<file path="src/rtl/sbpt_pkg.sv">
`default_nettype none
// ----------------------------------------------------------------------------
// sbpt_pkg
// Shared types and constants of the servo bus packet transactor.
// ----------------------------------------------------------------------------
package sbpt_pkg;

   localparam int REPLY_BUFFER_DEPTH = 8;
   localparam int REPLY_IDX_W        = $clog2(REPLY_BUFFER_DEPTH);
   localparam int RX_COUNT_W         = 4;

   localparam int QUEUE_DEPTH = 4;
   localparam int QUEUE_PTR_W = $clog2(QUEUE_DEPTH);
   localparam int QUEUE_CNT_W = $clog2(QUEUE_DEPTH + 1);

   localparam int TX_IDX_W = 4;

   localparam logic [7:0] HEADER_BYTE    = 8'hFF;
   localparam logic [7:0] INSTR_READ     = 8'h02;
   localparam logic [7:0] INSTR_WRITE    = 8'h03;
   localparam logic [7:0] READ_LEN_FIELD = 8'h04;
   localparam logic [RX_COUNT_W-1:0] BASE_REPLY_COUNT = 4'd6;

   typedef enum logic [1:0] {
      CMD_READ    = 2'd0,
      CMD_WRITE   = 2'd1,
      CMD_RX_BYTE = 2'd2,
      CMD_TIMEOUT = 2'd3
   } cmd_type;

   typedef enum logic [2:0] {
      ST_OK          = 3'd0,
      ST_HEADER      = 3'd1,
      ST_WRONG_ID    = 3'd2,
      ST_BAD_LENGTH  = 3'd3,
      ST_CHECKSUM    = 3'd4,
      ST_SERVO_ERROR = 3'd5,
      ST_TIMEOUT     = 3'd6
   } status_type;

   typedef enum logic {
      PH_IDLE = 1'b0,
      PH_RX   = 1'b1
   } phase_type;

   // one unit of work for the back end: a packet to send or a status to report
   typedef struct packed {
      logic        is_status;
      logic        is_write;
      logic        two_bytes;
      logic [7:0]  servo_id;
      logic [7:0]  reg_addr;
      logic [15:0] write_data;
      logic [7:0]  tx_checksum;
      status_type  status;
      logic [7:0]  servo_error;
      logic [15:0] read_data;
   } job_type;

endpackage
`default_nettype wire

</file>
<file path="src/rtl/sbpt_front.sv">
`default_nettype none
// ----------------------------------------------------------------------------
// sbpt_front
// Accepts transactions, tracks the bus phase, collects reply bytes and
// checks the status packet; queues packet and status jobs for the back end.
// ----------------------------------------------------------------------------
module sbpt_front (
   input  wire logic                clock,
   input  wire logic                reset,
   input  wire logic                accept,
   input  wire logic [1:0]          cmd,
   input  wire logic [7:0]          servo_id,
   input  wire logic [7:0]          reg_addr,
   input  wire logic [15:0]         write_data,
   input  wire logic [1:0]          byte_count,
   input  wire logic [7:0]          rx_byte,
   output      logic                push,
   output      sbpt_pkg::job_type   push_job
);

   sbpt_pkg::phase_type phase_ff, phase_in;
   logic                pend_write_ff, pend_write_in;
   logic [7:0]          pend_id_ff, pend_id_in;
   logic                pend_two_ff, pend_two_in;
   logic [sbpt_pkg::RX_COUNT_W-1:0] rx_count_ff, rx_count_in;
   logic [7:0]          sum_ff, sum_in;
   logic [7:0]          reply_ff [sbpt_pkg::REPLY_BUFFER_DEPTH];

   logic is_request, is_rx_byte, is_timeout, two_req;
   logic [sbpt_pkg::RX_COUNT_W-1:0] count_next, expected;
   logic reply_done, reply_wr;
   logic [7:0] len_field, cnt_byte, tx_sum;
   sbpt_pkg::status_type eval_status;
   logic [7:0]  eval_serr;
   logic [15:0] eval_rd;

   assign is_request = (cmd == sbpt_pkg::CMD_READ) || (cmd == sbpt_pkg::CMD_WRITE);
   assign is_rx_byte = (cmd == sbpt_pkg::CMD_RX_BYTE);
   assign is_timeout = (cmd == sbpt_pkg::CMD_TIMEOUT);
   assign two_req    = byte_count[1];   // 0 counts as 1, 3 as 2
   assign cnt_byte   = two_req ? 8'd2 : 8'd1;

   assign count_next = rx_count_ff + 1'b1;
   assign expected   = pend_write_ff ? sbpt_pkg::BASE_REPLY_COUNT
                       : sbpt_pkg::BASE_REPLY_COUNT + (pend_two_ff ? 4'd2 : 4'd1);
   assign reply_done = (count_next >= expected);
   assign reply_wr   = accept && (phase_ff == sbpt_pkg::PH_RX) && is_rx_byte
                       && (int'(rx_count_ff) < sbpt_pkg::REPLY_BUFFER_DEPTH);

   // outgoing packet checksum
   always_comb begin
      if (cmd == sbpt_pkg::CMD_WRITE) begin
         tx_sum = servo_id + (cnt_byte + 8'd3) + sbpt_pkg::INSTR_WRITE + reg_addr
                  + write_data[7:0] + (two_req ? write_data[15:8] : 8'h00);
      end else begin
         tx_sum = servo_id + sbpt_pkg::READ_LEN_FIELD + sbpt_pkg::INSTR_READ
                  + reg_addr + cnt_byte;
      end
   end

   // reply check; the incoming byte is the checksum byte
   always_comb begin
      len_field   = pend_write_ff ? 8'd2 : (pend_two_ff ? 8'd4 : 8'd3);
      eval_status = sbpt_pkg::ST_OK;
      eval_serr   = 8'h00;
      eval_rd     = 16'h0000;
      if (reply_ff[0] != sbpt_pkg::HEADER_BYTE || reply_ff[1] != sbpt_pkg::HEADER_BYTE) begin
         eval_status = sbpt_pkg::ST_HEADER;
      end else if (reply_ff[2] != pend_id_ff) begin
         eval_status = sbpt_pkg::ST_WRONG_ID;
      end else if (reply_ff[3] != len_field) begin
         eval_status = sbpt_pkg::ST_BAD_LENGTH;
      end else begin
         eval_serr = reply_ff[4];
         if (rx_byte != ~sum_ff) begin
            eval_status = sbpt_pkg::ST_CHECKSUM;
         end else if (reply_ff[4] != 8'h00) begin
            eval_status = sbpt_pkg::ST_SERVO_ERROR;
         end else if (!pend_write_ff) begin
            eval_rd = {(pend_two_ff ? reply_ff[6] : 8'h00), reply_ff[5]};
         end
      end
   end

   // next phase
   always_comb begin
      phase_in = phase_ff;
      case (phase_ff)
         sbpt_pkg::PH_IDLE: begin
            if (accept && is_request) phase_in = sbpt_pkg::PH_RX;
         end
         sbpt_pkg::PH_RX: begin
            if (accept && (is_timeout || (is_rx_byte && reply_done)))
               phase_in = sbpt_pkg::PH_IDLE;
         end
         default: phase_in = sbpt_pkg::PH_IDLE;
      endcase
   end

   // outputs and datapath updates
   always_comb begin
      push          = 1'b0;
      push_job      = '0;
      pend_write_in = pend_write_ff;
      pend_id_in    = pend_id_ff;
      pend_two_in   = pend_two_ff;
      rx_count_in   = rx_count_ff;
      sum_in        = sum_ff;
      case (phase_ff)
         sbpt_pkg::PH_IDLE: begin
            if (accept && is_request) begin
               push                 = 1'b1;
               push_job.is_write    = (cmd == sbpt_pkg::CMD_WRITE);
               push_job.two_bytes   = two_req;
               push_job.servo_id    = servo_id;
               push_job.reg_addr    = reg_addr;
               push_job.write_data  = write_data;
               push_job.tx_checksum = ~tx_sum;
               pend_write_in        = (cmd == sbpt_pkg::CMD_WRITE);
               pend_id_in           = servo_id;
               pend_two_in          = two_req;
               rx_count_in          = '0;
               sum_in               = 8'h00;
            end
         end
         sbpt_pkg::PH_RX: begin
            if (accept && is_timeout) begin
               push               = 1'b1;
               push_job.is_status = 1'b1;
               push_job.status    = sbpt_pkg::ST_TIMEOUT;
               rx_count_in        = '0;
            end else if (accept && is_rx_byte) begin
               if (reply_done) begin
                  push                 = 1'b1;
                  push_job.is_status   = 1'b1;
                  push_job.status      = eval_status;
                  push_job.servo_error = eval_serr;
                  push_job.read_data   = eval_rd;
                  rx_count_in          = '0;
               end else begin
                  rx_count_in = count_next;
                  if (rx_count_ff >= 4'd2) sum_in = sum_ff + rx_byte;
               end
            end
         end
         default: begin
            push = 1'b0;
         end
      endcase
   end

   always_ff @(posedge clock) begin
      if (reset) begin
         phase_ff      <= sbpt_pkg::PH_IDLE;
         pend_write_ff <= 1'b0;
         pend_id_ff    <= 8'h00;
         pend_two_ff   <= 1'b0;
         rx_count_ff   <= '0;
         sum_ff        <= 8'h00;
      end else begin
         phase_ff      <= phase_in;
         pend_write_ff <= pend_write_in;
         pend_id_ff    <= pend_id_in;
         pend_two_ff   <= pend_two_in;
         rx_count_ff   <= rx_count_in;
         sum_ff        <= sum_in;
      end
   end

   always_ff @(posedge clock) begin
      if (reply_wr) reply_ff[rx_count_ff[sbpt_pkg::REPLY_IDX_W-1:0]] <= rx_byte;
   end

endmodule
`default_nettype wire

</file>
<file path="src/rtl/sbpt_queue.sv">
`default_nettype none
// ----------------------------------------------------------------------------
// sbpt_queue
// Short job queue between the front and the back end.
// ----------------------------------------------------------------------------
module sbpt_queue (
   input  wire logic                clock,
   input  wire logic                reset,
   input  wire logic                push,
   input  wire sbpt_pkg::job_type   push_job,
   input  wire logic                pop,
   output      logic                full,
   output      logic                head_valid,
   output      sbpt_pkg::job_type   head_job
);

   sbpt_pkg::job_type                 queue_ff [sbpt_pkg::QUEUE_DEPTH];
   logic [sbpt_pkg::QUEUE_PTR_W-1:0]  wr_ptr_ff, wr_ptr_in;
   logic [sbpt_pkg::QUEUE_PTR_W-1:0]  rd_ptr_ff, rd_ptr_in;
   logic [sbpt_pkg::QUEUE_CNT_W-1:0]  count_ff, count_in;

   assign full       = (count_ff == sbpt_pkg::QUEUE_CNT_W'(sbpt_pkg::QUEUE_DEPTH));
   assign head_valid = (count_ff != '0);
   assign head_job   = queue_ff[rd_ptr_ff];

   always_comb begin
      wr_ptr_in = push ? wr_ptr_ff + 1'b1 : wr_ptr_ff;
      rd_ptr_in = pop  ? rd_ptr_ff + 1'b1 : rd_ptr_ff;
      count_in  = count_ff;
      if (push && !pop)      count_in = count_ff + 1'b1;
      else if (!push && pop) count_in = count_ff - 1'b1;
   end

   always_ff @(posedge clock) begin
      if (reset) begin
         wr_ptr_ff <= '0;
         rd_ptr_ff <= '0;
         count_ff  <= '0;
      end else begin
         wr_ptr_ff <= wr_ptr_in;
         rd_ptr_ff <= rd_ptr_in;
         count_ff  <= count_in;
      end
   end

   always_ff @(posedge clock) begin
      if (push) queue_ff[wr_ptr_ff] <= push_job;
   end

endmodule
`default_nettype wire

</file>
<file path="src/rtl/sbpt_back.sv">
`default_nettype none
// ----------------------------------------------------------------------------
// sbpt_back
// Turns queued jobs into results: one packet byte per result for a request,
// a single status result otherwise. Holds the result output register.
// ----------------------------------------------------------------------------
module sbpt_back (
   input  wire logic                clock,
   input  wire logic                reset,
   input  wire logic                head_valid,
   input  wire sbpt_pkg::job_type   head_job,
   output      logic                pop,
   output      logic                rsp_valid,
   input  wire logic                rsp_ready,
   output      logic                rsp_is_tx_byte,
   output      logic [7:0]          rsp_tx_byte,
   output      logic                rsp_last,
   output      logic                rsp_rx_mode,
   output      logic                rsp_done_res,
   output      logic [2:0]          rsp_status,
   output      logic [7:0]          rsp_servo_error,
   output      logic [15:0]         rsp_read_data
);

   logic [sbpt_pkg::TX_IDX_W-1:0] idx_ff, idx_in;
   logic        rsp_valid_ff, rsp_valid_in;
   logic        is_tx_ff, last_ff, rx_mode_ff, done_ff;
   logic [7:0]  tx_byte_ff, serr_ff;
   logic [2:0]  status_ff;
   logic [15:0] rd_ff;

   logic load, fire, is_last;
   logic [7:0] cnt_byte, cur_byte;
   logic [sbpt_pkg::TX_IDX_W-1:0] last_idx;

   assign cnt_byte = head_job.two_bytes ? 8'd2 : 8'd1;
   assign last_idx = (head_job.is_write && head_job.two_bytes) ? 4'd8 : 4'd7;
   assign is_last  = head_job.is_status || (idx_ff == last_idx);
   assign load     = !rsp_valid_ff || rsp_ready;
   assign fire     = load && head_valid;
   assign pop      = fire && is_last;

   always_comb begin
      case (idx_ff)
         4'd0, 4'd1: cur_byte = sbpt_pkg::HEADER_BYTE;
         4'd2: cur_byte = head_job.servo_id;
         4'd3: cur_byte = head_job.is_write ? cnt_byte + 8'd3 : sbpt_pkg::READ_LEN_FIELD;
         4'd4: cur_byte = head_job.is_write ? sbpt_pkg::INSTR_WRITE : sbpt_pkg::INSTR_READ;
         4'd5: cur_byte = head_job.reg_addr;
         4'd6: cur_byte = head_job.is_write ? head_job.write_data[7:0] : cnt_byte;
         4'd7: cur_byte = (head_job.is_write && head_job.two_bytes)
                          ? head_job.write_data[15:8] : head_job.tx_checksum;
         default: cur_byte = head_job.tx_checksum;
      endcase
   end

   always_comb begin
      idx_in       = idx_ff;
      rsp_valid_in = rsp_valid_ff;
      if (load) rsp_valid_in = head_valid;
      if (fire) idx_in = is_last ? '0 : idx_ff + 1'b1;
   end

   always_ff @(posedge clock) begin
      if (reset) begin
         idx_ff       <= '0;
         rsp_valid_ff <= 1'b0;
      end else begin
         idx_ff       <= idx_in;
         rsp_valid_ff <= rsp_valid_in;
      end
   end

   always_ff @(posedge clock) begin
      if (fire) begin
         is_tx_ff   <= !head_job.is_status;
         tx_byte_ff <= head_job.is_status ? 8'h00 : cur_byte;
         last_ff    <= is_last;
         rx_mode_ff <= !head_job.is_status && is_last;
         done_ff    <= head_job.is_status;
         status_ff  <= head_job.status;
         serr_ff    <= head_job.servo_error;
         rd_ff      <= head_job.read_data;
      end
   end

   assign rsp_valid       = rsp_valid_ff;
   assign rsp_is_tx_byte  = is_tx_ff;
   assign rsp_tx_byte     = tx_byte_ff;
   assign rsp_last        = last_ff;
   assign rsp_rx_mode     = rx_mode_ff;
   assign rsp_done_res    = done_ff;
   assign rsp_status      = status_ff;
   assign rsp_servo_error = serr_ff;
   assign rsp_read_data   = rd_ff;

endmodule
`default_nettype wire

</file>
<file path="src/rtl/servo_bus_packet_transactor_core.sv">
`default_nettype none
// ----------------------------------------------------------------------------
// servo_bus_packet_transactor_core
// Half-duplex servo bus master: frames read/write instruction packets and
// checks the servo's status reply.
//
// req_* takes one transaction per cycle (valid/ready): read or write request,
// received bus byte, or reply timeout. A request while idle yields 8 or 9
// rsp_* results, one packet byte each; the last one turns the line to
// receive. Received bytes are buffered; the byte that completes the reply
// (or a timeout) yields one status result and the line returns to transmit.
// Requests while waiting and bytes/timeouts while idle give no result.
// The front end classifies each transaction in its accept cycle and queues a
// job; the back end emits one result per cycle from the head job unless a
// stalled rsp_ready holds it; results go via the queue and output register.
// req_ready drops only while the four-entry job queue is full, so a stalled
// rsp_ready backs up the queue before it stops the input. Reset returns the
// block to idle with an empty queue and no valid result.
// ----------------------------------------------------------------------------
module servo_bus_packet_transactor_core (
   input  wire logic        clock,
   input  wire logic        reset,
   input  wire logic        req_valid,
   output      logic        req_ready,
   input  wire logic [1:0]  req_cmd,
   input  wire logic [7:0]  req_servo_id,
   input  wire logic [7:0]  req_reg_addr,
   input  wire logic [15:0] req_write_data,
   input  wire logic [1:0]  req_byte_count,
   input  wire logic [7:0]  req_rx_byte,
   output      logic        rsp_valid,
   input  wire logic        rsp_ready,
   output      logic        rsp_is_tx_byte,
   output      logic [7:0]  rsp_tx_byte,
   output      logic        rsp_last,
   output      logic        rsp_rx_mode,
   output      logic        rsp_done_res,
   output      logic [2:0]  rsp_status,
   output      logic [7:0]  rsp_servo_error,
   output      logic [15:0] rsp_read_data
);

   logic              accept, push, pop, full, head_valid;
   sbpt_pkg::job_type push_job, head_job;

   assign req_ready = !full;
   assign accept    = req_valid && req_ready;

   sbpt_front u_front (
      .clock      (clock),
      .reset      (reset),
      .accept     (accept),
      .cmd        (req_cmd),
      .servo_id   (req_servo_id),
      .reg_addr   (req_reg_addr),
      .write_data (req_write_data),
      .byte_count (req_byte_count),
      .rx_byte    (req_rx_byte),
      .push       (push),
      .push_job   (push_job)
   );

   sbpt_queue u_queue (
      .clock      (clock),
      .reset      (reset),
      .push       (push),
      .push_job   (push_job),
      .pop        (pop),
      .full       (full),
      .head_valid (head_valid),
      .head_job   (head_job)
   );

   sbpt_back u_back (
      .clock           (clock),
      .reset           (reset),
      .head_valid      (head_valid),
      .head_job        (head_job),
      .pop             (pop),
      .rsp_valid       (rsp_valid),
      .rsp_ready       (rsp_ready),
      .rsp_is_tx_byte  (rsp_is_tx_byte),
      .rsp_tx_byte     (rsp_tx_byte),
      .rsp_last        (rsp_last),
      .rsp_rx_mode     (rsp_rx_mode),
      .rsp_done_res    (rsp_done_res),
      .rsp_status      (rsp_status),
      .rsp_servo_error (rsp_servo_error),
      .rsp_read_data   (rsp_read_data)
   );

endmodule
`default_nettype wire

</file>
<file path="config.mk">
export PLATFORM = sky130hd
export DESIGN_NAME = servo_bus_packet_transactor_core
export DESIGN_NICKNAME = d
export VERILOG_FILES = /design/src/rtl/sbpt_pkg.sv /design/src/rtl/sbpt_front.sv /design/src/rtl/sbpt_queue.sv /design/src/rtl/sbpt_back.sv /design/src/rtl/servo_bus_packet_transactor_core.sv
export SDC_FILE = /design/constraint.sdc
export NUM_CORES = 1
export LEC_CHECK = 0
export BUFFER_PORTS_ARGS = -buffer_cell sky130_fd_sc_hd__clkbuf_2
export CAP_MARGIN = 20
export CORE_AREA = 2 2 190 192
export DETAILED_ROUTE_END_ITERATION = 16
export DIE_AREA = 0 0 192 194
export MAX_ROUTING_LAYER = met4
export PLACE_DENSITY = 0.79
export SETUP_SLACK_MARGIN = 0.05
export SYNTH_ARGS = -nofsm -noshare
export SYNTH_HDL_FRONTEND = slang
export SYNTH_SLANG_ARGS = --single-unit
</file>
<file path="constraint.sdc">
create_clock -name clock -period 7.95 [get_ports clock]
set_input_delay 0 -clock clock [delete_from_list [all_inputs] [get_ports clock]]
set_output_delay 0 -clock clock [all_outputs]
set_load 0.1 [all_outputs]
</file>
==> results of run 1 <==
[how the worst min path moves through the flow]
stage | to | slack [ns] | cells past startpoint
after floorplan | u_front.reply_ff[0][0] | 0.1 | 0
after global placement | u_back.rsp_valid | 0.33 | 4
after detailed placement | u_back.rsp_valid | 0.34 | 4
after CTS | u_front.pend_two_ff | 0.06 | 3
after global routing | u_front.pend_two_ff | 0.09 | 3
final | u_front.pend_two_ff | 0.05 | 3
[registers in the layout (all words and copies together), names as in the netlist, named ones only]
name,count
u_queue.wr_ptr_ff,2
u_front.phase_ff,1
u_back.rsp_last,1
u_back.rsp_valid,1
u_queue.queue_ff,280
u_back.rsp_read_data,16
u_front.pend_id_ff,8
u_back.rsp_is_tx_byte,1
u_back.rsp_done_res,1
u_back.rsp_tx_byte,8
u_front.pend_two_ff,1
u_front.pend_write_ff,1
u_front.reply_ff,56
u_back.rsp_servo_error,8
u_front.rx_count_ff,4
u_queue.rd_ptr_ff,2
u_queue.count_ff,3
u_back.rsp_status,3
u_back.idx_ff,4
u_back.rsp_rx_mode,1
u_front.sum_ff,8
[final cells by class]
class                   count  share of cell area, %
diodes                      1                0.01239
clock buffers              50                  5.087
clock inverters            21                  1.239
inverters                  65                  1.208
multi-input cells         555                  25.24
flip-flops and latches    412                  59.47
well taps                 461                  2.856
repair buffers            142                  4.883
[cells in the final DEF (no fill, tap or decap), types with 3 or more instances in the layout]
cell	count
or3_1	5
and2_1	45
nor2_1	62
a21o_1	8
and2_4	3
nand2_1	53
mux2_2	9
inv_1	65
and3_1	3
a22o_1	6
bufinv_16	4
xor2_1	15
nand3_1	10
a2111oi_0	5
ha_1	46
mux2i_1	8
clkbuf_2	87
or4_1	4
clkinv_2	9
nor3_1	11
dlygate4sd3_1	47
o21ai_0	26
edfxtp_1	375
buf_4	7
a31oi_1	4
a21oi_1	45
dfxtp_1	35
mux4_2	68
xnor2_1	27
clkbuf_1	10
nand2b_1	9
fa_1	20
a211oi_1	6
nor2b_1	6
nand4_1	9
clkbuf_16	39
[worst max-delay path, cell delays in order (launching register included)]
cell and delay, ns:
dfxtp_4 0.74, buf_4 0.62, mux4_2 0.58, a221o_1 0.34, nand3_2 0.18, ha_1 0.22
inv_1 0.06, fa_1 0.39, xor2_1 0.19, or3_1 0.31, a21oi_1 0.14
[per-layer routing]
layer	vias up	GRT usage, %	share of wire [%]
li1	4369	-	-
met1	4890	26.05	39
met2	415	34.34	51
met3	80	2.769	7.1
met4	0	7.209	3.3
met5	-	-	0
[power groups by stage]
stage,clock (W),sequential (W),combinational [W]
2_1_floorplan,0,0.00351,0.000644
3_3_place_gp,0,0.00276,0.00170
3_5_place_dp,0,0.00277,0.00172
4_1_cts,0.00187,0.00273,0.00176
5_1_grt,0.00195,0.00274,0.00185
6_report,0.00185,0.00272,0.00175
[cells by family after synthesis]
| logic type | count (synthesis) |
|---|---|
| flip-flops | 412 |
| AND/OR/NAND/NOR | 240 |
| AO/OA/AOI/OAI | 122 |
| buffers and inverters | 102 |
| multiplexers | 85 |
| adder cells (fa/ha/maj) | 66 |
| XOR/XNOR | 42 |
[through the flow]
step           area [µm²]  hold slack (ns)
4_1_cts             20160          0.06374
5_1_grt             20190          0.09014
3_3_place_gp        18420           0.3256
3_5_place_dp        18420           0.3355
6_report            20190          0.05198
2_1_floorplan       17480          0.09887
==> results by group, run 1 <==
Clocking
  • Reg clk slew, reported paths: 0.06 ns
  • Cts bufs inserted: 39
  • Cts hold-fix bufs: 47
  • Clock sinks: 412
  • Root Driver: clkbuf_16
  • Post-CTS Setup Bufs: 0
  • CTS tree: done
  • Worst skew pair latency: 0.54 ns
  • Resize count post-CTS: 0
  • H-tree levels: 2
  • Max Root-Sink Buffers: 3

Global route
  • Grt ovf: 0
  • First-pass GRT wire length: 56270 µm
  • Initial antenna violation count: 1
  • Total global-route track usage: 20.60%
  • Largest net degree at the start of global routing: 71
  • Vias in the first global route: 9847

Drt
  • DR vias/cell: 5.714
  • Vias: 9754
  • Final wirelength: 36980 µm
  • 1st-iter DRT viols: 1063
  • DRT antenna net count: 0
  • Drc violations: 0
  • DR WL/cell: 21.66 µm
  • 1st-pass router iterations: 7

Synthesis
  • Syn avg cell area: 16.35 µm²
  • Post-synth design cell area: 17480 µm²
  • Share of the synthesized area in the top cell type: 64.44%
  • Top cells by count, synth: edfxtp_1 (375), mux4_2 (68), inv_1 (65)
  • Largest family of logic cells by synthesized area: multiplexers
  • Simple-Gate Fraction of Synth Area: 7.145%
  • Post-synthesis sequential area ratio: 68.68%
  • Post-synthesis xor/xnor area fraction: 2.105%
  • Post-synth EDFFs: 375
  • Synth unique cells: 58
  • Area contributors post-synth: edfxtp_1 (64%), mux4_2 (8.8%), dfxtp_1 (4.2%)
  • Post-synthesis mux area share: 9.802%
  • Synth area leader: edfxtp_1
  • Count leader, synth: edfxtp_1
  • Post-synthesis adder-cell area fraction: 5.585%
  • #FFs+latches synth: 412
  • Syn_nets: 1183
  • Post-synth ARST share: 0%
  • Top_reg_cell synth: edfxtp_1
  • Post-Syn Instances: 1069
  • Compound-gate portion of the synthesized area: 4.382%
  • Ys Warns: 0

Critical path
  • Crit path max fanout: 42
  • Critical path class: reg -> reg
  • Setup crit start kind: register
  • FF-to-FF setup slack: 4.03 ns
  • CP Capture Type: register
  • Path depth of the worst reg2reg path: 10
  • Critical path arrival: 4.37 ns
  • Worst R2R End: u_queue.count_ff[2]
  • CP Data Required Time: 8.40 ns
  • CP Capture Point: u_queue.count_ff[2]

Floorplan
  • Initial core utilization: 49.61%
  • Die area: 37250 µm²
  • Die span in x: 192 µm
  • CORE AREA: 35220 µm²
  • # rows: 69
  • Die Y: 194 µm
  • Top-level port count: 89

STA
  • Tmin final: 3.921 ns
  • Relative slew slack: 26.31%
  • Post-route clock period utilization: 49.32%
  • RSZ-0062 raised after global routing: no
  • Final setup fails: 0
  • Setup tns final: 0 ns
  • Final WS setup: 4.029 ns
  • Max Freq: 0.2550 GHz
  • Clock skew: 0.01924 ns
  • Slew Limit Fails: 0
  • Worst-margin pin slew: 1.105 ns
  • Final Hold Viols: 0

Power and ir drop
  • Clock power share: 29.2%
  • P_int: 0.004108 W
  • Cell Pwr Density: 313.3 nW/µm²
  • Total Power: 0.006327 W
  • Net Sw Power: 0.002218 W
  • Switching Share: 35.06%
  • Comb pwr share: 27.7%
  • Pleak: 7.099 nW
  • Flop pwr share: 43.0%
  • VDD IR max: 0.3326 mV

Worst hold path
  • HP Class: in -> reg
  • Hold_sp: req_byte_count[1]

Layout
  • Fin util: 57.33%
  • Final Instance Count excl. Fillers: 1707
  • Area of the multi-input gates: 5097 µm²
  • Share of layout cells above drive strength 1: 20.08%
  • Number of fill cells: 2567
  • Layout Nets: 1329
  • Register area: 12010 µm²
  • Layout area overhead: 15.55%

Placed design
  • # port buffers: 87
  • Placement Setup Slack: 4.096 ns
  • Placed cells: 1587
  • Post-DP HPWL: 21530 µm
  • GP Congestion: 0.8547

Run
  • Max cap viols: 0

Status
  • Status: complete, no violations
Note: power is estimated with default switching activity, not from simulation.
==> inputs of run 2 (changes only) <==
--- a/config.mk
+++ b/config.mk
@@ -5,13 +5,14 @@
 export SDC_FILE = /design/constraint.sdc
 export NUM_CORES = 1
 export LEC_CHECK = 0
+export ABC_AREA = 1
 export BUFFER_PORTS_ARGS = -buffer_cell sky130_fd_sc_hd__clkbuf_2
 export CAP_MARGIN = 20
-export CORE_AREA = 2 2 190 192
+export CORE_AREA = 2 2 195 197
 export DETAILED_ROUTE_END_ITERATION = 16
-export DIE_AREA = 0 0 192 194
+export DIE_AREA = 0 0 197 199
 export MAX_ROUTING_LAYER = met4
-export PLACE_DENSITY = 0.79
+export PLACE_DENSITY = 0.78
 export SETUP_SLACK_MARGIN = 0.05
 export SYNTH_ARGS = -nofsm -noshare
 export SYNTH_HDL_FRONTEND = slang
==> constraint.sdc (replaced) <==
create_clock -name clock -period 4 [get_ports clock]
set_input_delay 0 -clock clock [delete_from_list [all_inputs] [get_ports clock]]
set_output_delay 0 -clock clock [all_outputs]
set_load 0.1 [all_outputs]
==> results by group, run 2 <==
Synthesis
  • Ys Warns: 0 (unchanged)
  • Post-Syn Instances: 1646 (was 1069)
  • Post-synth ARST share: 0% (unchanged)
  • Largest family of logic cells by synthesized area: simple AND/OR/NAND/NOR gates (was multiplexers)
  • Post-synthesis sequential area ratio: 65.46% (was 68.68%)
  • Top cells by count, synth: edfxtp_1 (375), nand2_1 (292), nor2_1 (235) (was edfxtp_1 (375), mux4_2 (68), inv_1 (65))
  • Post-synthesis adder-cell area fraction: 5.323% (was 5.585%)
  • Simple-Gate Fraction of Synth Area: 16.02% (was 7.145%)
  • Syn_nets: 1760 (was 1183)
  • #FFs+latches synth: 412 (unchanged)
  • Synth unique cells: 43 (was 58)
  • Synth area leader: edfxtp_1 (unchanged)
  • Area contributors post-synth: edfxtp_1 (61%), nand2_1 (6.0%), nor2_1 (4.8%) (was edfxtp_1 (64%), mux4_2 (8.8%), dfxtp_1 (4.2%))
  • Count leader, synth: edfxtp_1 (unchanged)
  • Post-synthesis mux area share: 0% (was 9.802%)
  • Post-synth design cell area: 18340 µm² (was 17480 µm²)
  • Top_reg_cell synth: edfxtp_1 (unchanged)
  • Syn avg cell area: 11.14 µm² (was 16.35 µm²)
  • Share of the synthesized area in the top cell type: 61.42% (was 64.44%)
  • Post-synthesis xor/xnor area fraction: 1.051% (was 2.105%)
  • Compound-gate portion of the synthesized area: 7.213% (was 4.382%)
  • Post-synth EDFFs: 375 (unchanged)

Clocking
  • Cts bufs inserted: 40 (was 39)
  • Worst skew pair latency: 0.54 ns (about the same)
  • Resize count post-CTS: 0 (unchanged)
  • Clock sinks: 412 (unchanged)
  • Root Driver: clkbuf_16 (unchanged)
  • Reg clk slew, reported paths: 0.06 ns (about the same)
  • Max Root-Sink Buffers: 3 (unchanged)
  • Cts hold-fix bufs: 42 (was 47)
  • H-tree levels: 2 (unchanged)
  • CTS tree: done (unchanged)
  • Post-CTS Setup Bufs: 0 (unchanged)

Power and ir drop
  • Pleak: 7.902 nW (was 7.099 nW)
  • Cell Pwr Density: 657.1 nW/µm² (was 313.3 nW/µm²)
  • Net Sw Power: 0.005474 W (was 0.002218 W)
  • Total Power: 0.01373 W (was 0.006327 W)
  • VDD IR max: 0.3275 mV (was 0.3326 mV)
  • Flop pwr share: 39.9% (was 43.0%)
  • P_int: 0.008258 W (was 0.004108 W)
  • Comb pwr share: 34.4% (was 27.7%)
  • Switching Share: 39.86% (was 35.06%)
  • Clock power share: 25.6% (was 29.2%)

Global route
  • First-pass GRT wire length: 65340 µm (was 56270 µm)
  • Initial antenna violation count: 0 (was 1)
  • Total global-route track usage: 22.29% (was 20.60%)
  • Grt ovf: 0 (unchanged)
  • Largest net degree at the start of global routing: 103 (was 71)
  • Vias in the first global route: 12300 (was 9847)

Layout
  • Layout Nets: 1887 (was 1329)
  • Biggest register: u_queue.queue_ff (unchanged)
  • Ant. Diodes: 0 (was 1)
  • Number of fill cells: 2890 (was 2567)
  • Final Instance Count excl. Fillers: 2276 (was 1707)
  • Most frequent cells in the layout: edfxtp_1 (375), nand2_1 (292), nor2_1 (231) (was edfxtp_1 (375), clkbuf_2 (87), mux4_2 (68))
  • Area of the multi-input gates: 5458 µm² (was 5097 µm²)
  • Share of layout cells above drive strength 1: 11.82% (was 20.08%)
  • Layout area overhead: 13.97% (was 15.55%)
  • Max reg flops: 280 (unchanged)
  • Final Cell Area: 20900 µm² (was 20190 µm²)
  • Register area: 12010 µm² (about the same)
  • Fin util: 56.27% (was 57.33%)
  • Most common cell after layout, fill and taps aside: edfxtp_1 (unchanged)

Drt
  • DR WL met2: 20110 µm (was 18860 µm)
  • 1st-iter DRT viols: 1124 (was 1063)
  • DR WL/cell: 18.40 µm (was 21.66 µm)
  • Wl on met1: 17320 µm (was 14300 µm)
  • Final wirelength: 41890 µm (was 36980 µm)
  • Vias: 12530 (was 9754)
  • Metal3 WL: 3186 µm (was 2614 µm)
  • DRT antenna net count: 0 (unchanged)
  • DR top layer: met4 (unchanged)
  • 1st-pass router iterations: 6 (was 7)
  • Drc violations: 0 (unchanged)
  • DR vias/cell: 5.504 (was 5.714)

Critical path
  • Setup crit start kind: input pin (was register)
  • Cell with the most instances on the worst path: fa_1
  • Critical path launch point: req_servo_id[0]
  • CP Capture Type: register (unchanged)
  • Critical path arrival: 3.57 ns (was 4.37 ns)
  • Critical path class: in -> reg (was reg -> reg)
  • CP Data Required Time: 4.26 ns (was 8.40 ns)
  • WP buf/inv: 4 (was 2)
  • Worst reg2reg path startpoint: u_front.rx_count_ff[2]
  • Crit path max fanout: 4 (was 42)
  • Slowest-stage cell, CP: fa_1 (was dfxtp_4)
  • Crit path cell chain: dlygate4sd3_1, clkbuf_2, fa_1, inv_1, fa_1, fa_1, inv_1, ha_1, fa_1, nand2_1, a21oi_1, o21ai_0, nand2_1, o21ai_0, a21oi_1 (was buf_4, mux4_2, a221o_1, nand3_2, ha_1, inv_1, fa_1, xor2_1, or3_1, a21oi_1)
  • Worst R2R End: u_queue.count_ff[1] (was u_queue.count_ff[2])
  • CP top delay family: adder cells (was flip-flops)
  • Path depth of the worst reg2reg path: 15 (was 10)
  • FF-to-FF setup slack: 0.99 ns (was 4.03 ns)
  • Max incr delay on CP: 0.55 ns (was 0.74 ns)

Worst hold path
  • HP Class: in -> reg (unchanged)
  • Hold_sp: req_write_data[1] (was req_byte_count[1])
  • Hold path cells: 3 (unchanged)
  • Hold EP: u_queue.queue_ff[0][36] (was u_front.pend_two_ff)

Floorplan
  • Top-level port count: 89 (unchanged)
  • CORE AREA: 37130 µm² (was 35220 µm²)
  • Initial core utilization: 49.38% (was 49.61%)
  • Die span in x: 197 µm (was 192 µm)
  • Die Y: 199 µm (was 194 µm)
  • Die area: 39200 µm² (was 37250 µm²)
  • # rows: 71 (was 69)

STA
  • Final Hold Viols: 0 (unchanged)
  • Worst-margin pin slew: 1.114 ns (was 1.105 ns)
  • Final WS setup: 0.6883 ns (was 4.029 ns)
  • Relative slew slack: 25.73% (was 26.31%)
  • Max Freq: 0.3020 GHz
  • RSZ-0062 raised after global routing: no (unchanged)
  • Post-route clock period utilization: 82.79%
  • Clock skew: 0.01746 ns (was 0.01924 ns)
  • Tmin final: 3.312 ns
  • Slew Limit Fails: 0 (unchanged)
  • Final setup fails: 0 (unchanged)

Placed design
  • DP Area: 19240 µm² (was 18420 µm²)
  • Placement Setup Slack: 0.7522 ns (was 4.096 ns)
  • Post-DP HPWL: 25220 µm (was 21530 µm)
  • GP Congestion: 0.8721 (was 0.8547)
  • # port buffers: 87 (unchanged)
  • Placed cells: 2161 (was 1587)

Run
  • Max cap viols: 0 (unchanged)

Status
  • Status: complete, no violations (unchanged)
## run 2: power by group through the flow
stage	Clock (W)	Sequential, W	Combinational, W
2_1_floorplan	0	0.00711	0.00214
3_3_place_gp	0	0.00556	0.00456
3_5_place_dp	0	0.00558	0.00467
4_1_cts	0.00357	0.00549	0.00473
5_1_grt	0.00371	0.00552	0.00514
6_report	0.00352	0.00548	0.00473
## run 2: worst max-delay path by stage
stage	end	slack, ns	depth (start not counted)
2_1_floorplan	u_queue.queue_ff[0][0]	-1.09	13
3_3_place_gp	u_queue.queue_ff[2][32]	0.75	14
3_5_place_dp	u_queue.queue_ff[1][32]	0.75	14
4_1_cts	u_queue.queue_ff[2][32]	0.76	15
5_1_grt	u_queue.queue_ff[1][32]	0.59	14
6_report	u_queue.queue_ff[2][32]	0.69	15
## run 2: worst reg2reg max path, cell delays in order (launching register included)
cell and delay [ns]:
dfxtp_1 0.45, nand2_1 0.11, nor2_1 0.12, xor2_1 0.25, ha_1 0.30, nand2_1 0.07, inv_1 0.04, nand3_1 0.06
nand3_1 0.17, nand2_1 0.15, nand3_1 0.19, ha_1 0.26, inv_1 0.10, fa_1 0.41, o21ai_0 0.16, a21oi_1 0.06
## run 2: cell type report
type / instances / area share (%)
clock buffers: 52 / 5.149
well taps: 474 / 2.838
multi-input cells: 1018 / 26.12
inverters: 155 / 2.796
flip-flops and latches: 412 / 57.46
clock inverters: 19 / 0.7065
repair buffers: 146 / 4.934
## run 2: layer usage
metal / up-vias / global-route usage, %
met3: 94 / 3.950
met5: - / -
met1: 6001 / 28.49
met4: 0 / 8.020
li1: 5903 / -
met2: 529 / 36.04
## run 2: kinds of logic (layout without fill, tap and decap cells)
group | after synthesis | count (layout)
AND/OR/NAND/NOR | 685 | 685
buffers and inverters | 216 | 372
XOR/XNOR | 22 | 22
adder cells (fa/ha/maj) | 66 | 66
AO/OA/AOI/OAI | 245 | 245
flip-flops | 412 | 412
## run 2: stage by stage
stage | hold WS (ns) | TNS [ns]
CTS | 0.003485 | 0
detailed placement | 0.3697 | 0
global route | 0.02365 | 0
finish | 0.02415 | 0
floorplan | 0.06907 | -304.92
global placement | 0.3657 | 0
==> inputs of run 3 (changes only) <==
==> constraint.sdc (replaced) <==
create_clock -name clock -period 3.1 [get_ports clock]
set_input_delay 0 -clock clock [delete_from_list [all_inputs] [get_ports clock]]
set_output_delay 0 -clock clock [all_outputs]
set_load 0.1 [all_outputs]
==> results by group, run 3 (synthesis gave the netlist of run 2 again) <==
Floorplan
  • # rows: 71 (unchanged)
  • Die Y: 199 µm (unchanged)
  • Top-level port count: 89 (unchanged)
  • Die area: 39200 µm² (unchanged)
  • CORE AREA: 37130 µm² (unchanged)
  • Die span in x: 197 µm (unchanged)
  • Initial core utilization: 49.38% (unchanged)

Status
  • Violated checks: hold timing
  • Status: finished with violations (was complete, no violations)

Drt
  • DR WL/cell: 18.31 µm (was 18.40 µm)
  • Drc violations: 0 (unchanged)
  • DRT antenna net count: 0 (unchanged)
  • DR vias/cell: 5.508 (was 5.504)
  • 1st-pass router iterations: 7 (was 6)
  • 1st-iter DRT viols: 1241 (was 1124)
  • Final wirelength: 42140 µm (was 41890 µm)
  • Vias: 12670 (was 12530)

Critical path
  • Critical path arrival: 3.23 ns (was 3.57 ns)
  • FF-to-FF setup slack: 0.26 ns (was 0.99 ns)
  • Crit path max fanout: 6 (was 4)
  • Worst reg2reg path startpoint: u_front.rx_count_ff[2] (unchanged)
  • Setup crit start kind: input pin (unchanged)
  • Critical path class: in -> reg (unchanged)
  • CP Data Required Time: 3.38 ns (was 4.26 ns)
  • Worst R2R End: u_queue.count_ff[1] (unchanged)
  • CP Capture Type: register (unchanged)
  • Path depth of the worst reg2reg path: 15 (unchanged)

Placed design
  • Placement Setup Slack: -0.1401 ns (was 0.7522 ns)
  • DP Area: 19450 µm² (was 19240 µm²)
  • # port buffers: 87 (unchanged)
  • GP Congestion: 0.9224 (was 0.8721)
  • Post-DP HPWL: 26380 µm (was 25220 µm)

Run
  • Max cap viols: 0 (unchanged)

Global route
  • Initial antenna violation count: 0 (unchanged)
  • Largest net degree at the start of global routing: 61 (was 103)
  • Grt ovf: 0 (unchanged)
  • Total global-route track usage: 22.42% (was 22.29%)
  • Vias in the first global route: 12500 (was 12300)
  • First-pass GRT wire length: 66070 µm (was 65340 µm)

STA
  • RSZ-0062 raised after global routing: no (unchanged)
  • Worst-margin pin slew: 0.8241 ns (was 1.114 ns)
  • Min Hold Slack: -0.02018 ns (was 0.02415 ns)
  • Clock skew: 0.01554 ns (was 0.01746 ns)
  • Max Freq: 0.3390 GHz
  • Relative slew slack: 44.86% (was 25.73%)
  • Final Hold Viols: 4 (was 0)
  • Slew Limit Fails: 0 (unchanged)
  • Post-route clock period utilization: 95.15%
  • Final setup fails: 0 (unchanged)
  • Tmin final: 2.950 ns
  • Final WS setup: 0.1502 ns (was 0.6883 ns)

Layout
  • Number of fill cells: 2879 (was 2890)
  • Share of layout cells above drive strength 1: 13.68% (was 11.82%)
  • Max reg flops: 280 (unchanged)
  • Most common cell after layout, fill and taps aside: edfxtp_1 (unchanged)
  • Most frequent cells in the layout: edfxtp_1 (375), nand2_1 (292), nor2_1 (230) (was edfxtp_1 (375), nand2_1 (292), nor2_1 (231))
  • Layout area overhead: 15.92% (was 13.97%)
  • Final Cell Area: 21250 µm² (was 20900 µm²)
  • Layout Nets: 1911 (was 1887)
  • Ant. Diodes: 0 (unchanged)
  • Biggest register: u_queue.queue_ff (unchanged)

Worst hold path
  • Hold_sp: req_write_data[3] (was req_write_data[1])
  • Hold path cells: 3 (unchanged)
  • HP Class: in -> reg (unchanged)
  • Hold EP: u_queue.queue_ff[0][38] (was u_queue.queue_ff[0][36])

Clocking
  • H-tree levels: 2 (unchanged)
  • Root Driver: clkbuf_16 (unchanged)
  • Cts bufs inserted: 40 (unchanged)
  • Clock sinks: 412 (unchanged)
  • Max Root-Sink Buffers: 3 (unchanged)
  • CTS tree: done (unchanged)
  • Worst skew pair latency: 0.55 ns (was 0.54 ns)
  • Reg clk slew, reported paths: 0.06 ns (about the same)

Power and ir drop
  • Cell Pwr Density: 855.4 nW/µm² (was 657.1 nW/µm²)
  • VDD IR max: 0.3963 mV (was 0.3275 mV)
  • Pleak: 8.062 nW (was 7.902 nW)
-- run 3: worst max-delay path, stage by stage --
cell and delay, ns:
dlygate4sd3_1 0.53, clkbuf_2 0.13, inv_1 0.08, fa_1 0.54, inv_1 0.06, fa_1 0.47
ha_1 0.34, ha_4 0.31, nand2_1 0.05, or2_2 0.29, nand3_1 0.11, o21ai_0 0.09
a21oi_1 0.13, nor2_1 0.10
-- run 3: final cells by class --
class                      instances  area, µm²  area share, %
clock buffer                      48       1051          4.945
inverter                         155      586.8          2.761
timing repair buffer             170       1242          5.846
tap                              474      593.1          2.790
multi-input combinational       1018       5515          25.95
sequential                       412      12010          56.51
clock inverter                    24      255.2          1.201
-- run 3: per-layer routing --
layer | wire length (µm) | vias up | GRT usage [%]
met5 | 0 | - | -
met3 | 3225 | 103 | 3.900
met4 | 1215 | 0 | 7.714
met2 | 20130 | 498 | 35.78
li1 | - | 5953 | -
met1 | 17570 | 6120 | 29.27
-- run 3: per-stage QoR --
| step | hold slack, ns | utilization [%] | setup TNS, ns | cells | total power (W) |
|---|---|---|---|---|---|
| detailed placement | 0.3730 | 52.39 | -0.9549 | 2185 | 0.01332 |
| finish | -0.02018 | 57.24 | 0 | 2301 | 0.01818 |
| global placement | 0.3738 | 52.39 | -0.4339 | 2185 | 0.01319 |
| global route | 0.01254 | 57.24 | 0 | 2301 | 0.01901 |
| floorplan | 0.06907 | - | 0 | 1646 | 0.01192 |
| CTS | 0.003683 | 57.04 | 0 | 2299 | 0.01815 |
-- run 3: how the worst max path moves through the flow --
stage                                 from                       to  cells past startpoint
detailed placement         req_servo_id[0]  u_queue.queue_ff[1][32]                     14
floorplan           u_front.rx_count_ff[2]   u_queue.queue_ff[0][0]                     13
global route               req_servo_id[4]  u_queue.queue_ff[2][33]                     14
CTS                        req_reg_addr[3]  u_queue.queue_ff[2][31]                     13
finish                     req_servo_id[4]  u_queue.queue_ff[2][33]                     14
global placement           req_servo_id[0]  u_queue.queue_ff[2][32]                     14
-- run 3: timing repair --
item	in CTS	in global routing
endpoints found under the hold margin	183	0
hold buffers	42	0
gates resized for setup	0	13
setup buffers	0	2
setup endpoints to repair	0	22
-- run 3: power breakdown --
part / internal [W] / switching, W / total, W
Sequential: 0.00686 / 0.000234 / 0.00709
Clock: 0.00278 / 0.00204 / 0.00482
Combinational: 0.00138 / 0.00489 / 0.00627
Total: 0.0110 / 0.00716 / 0.0182
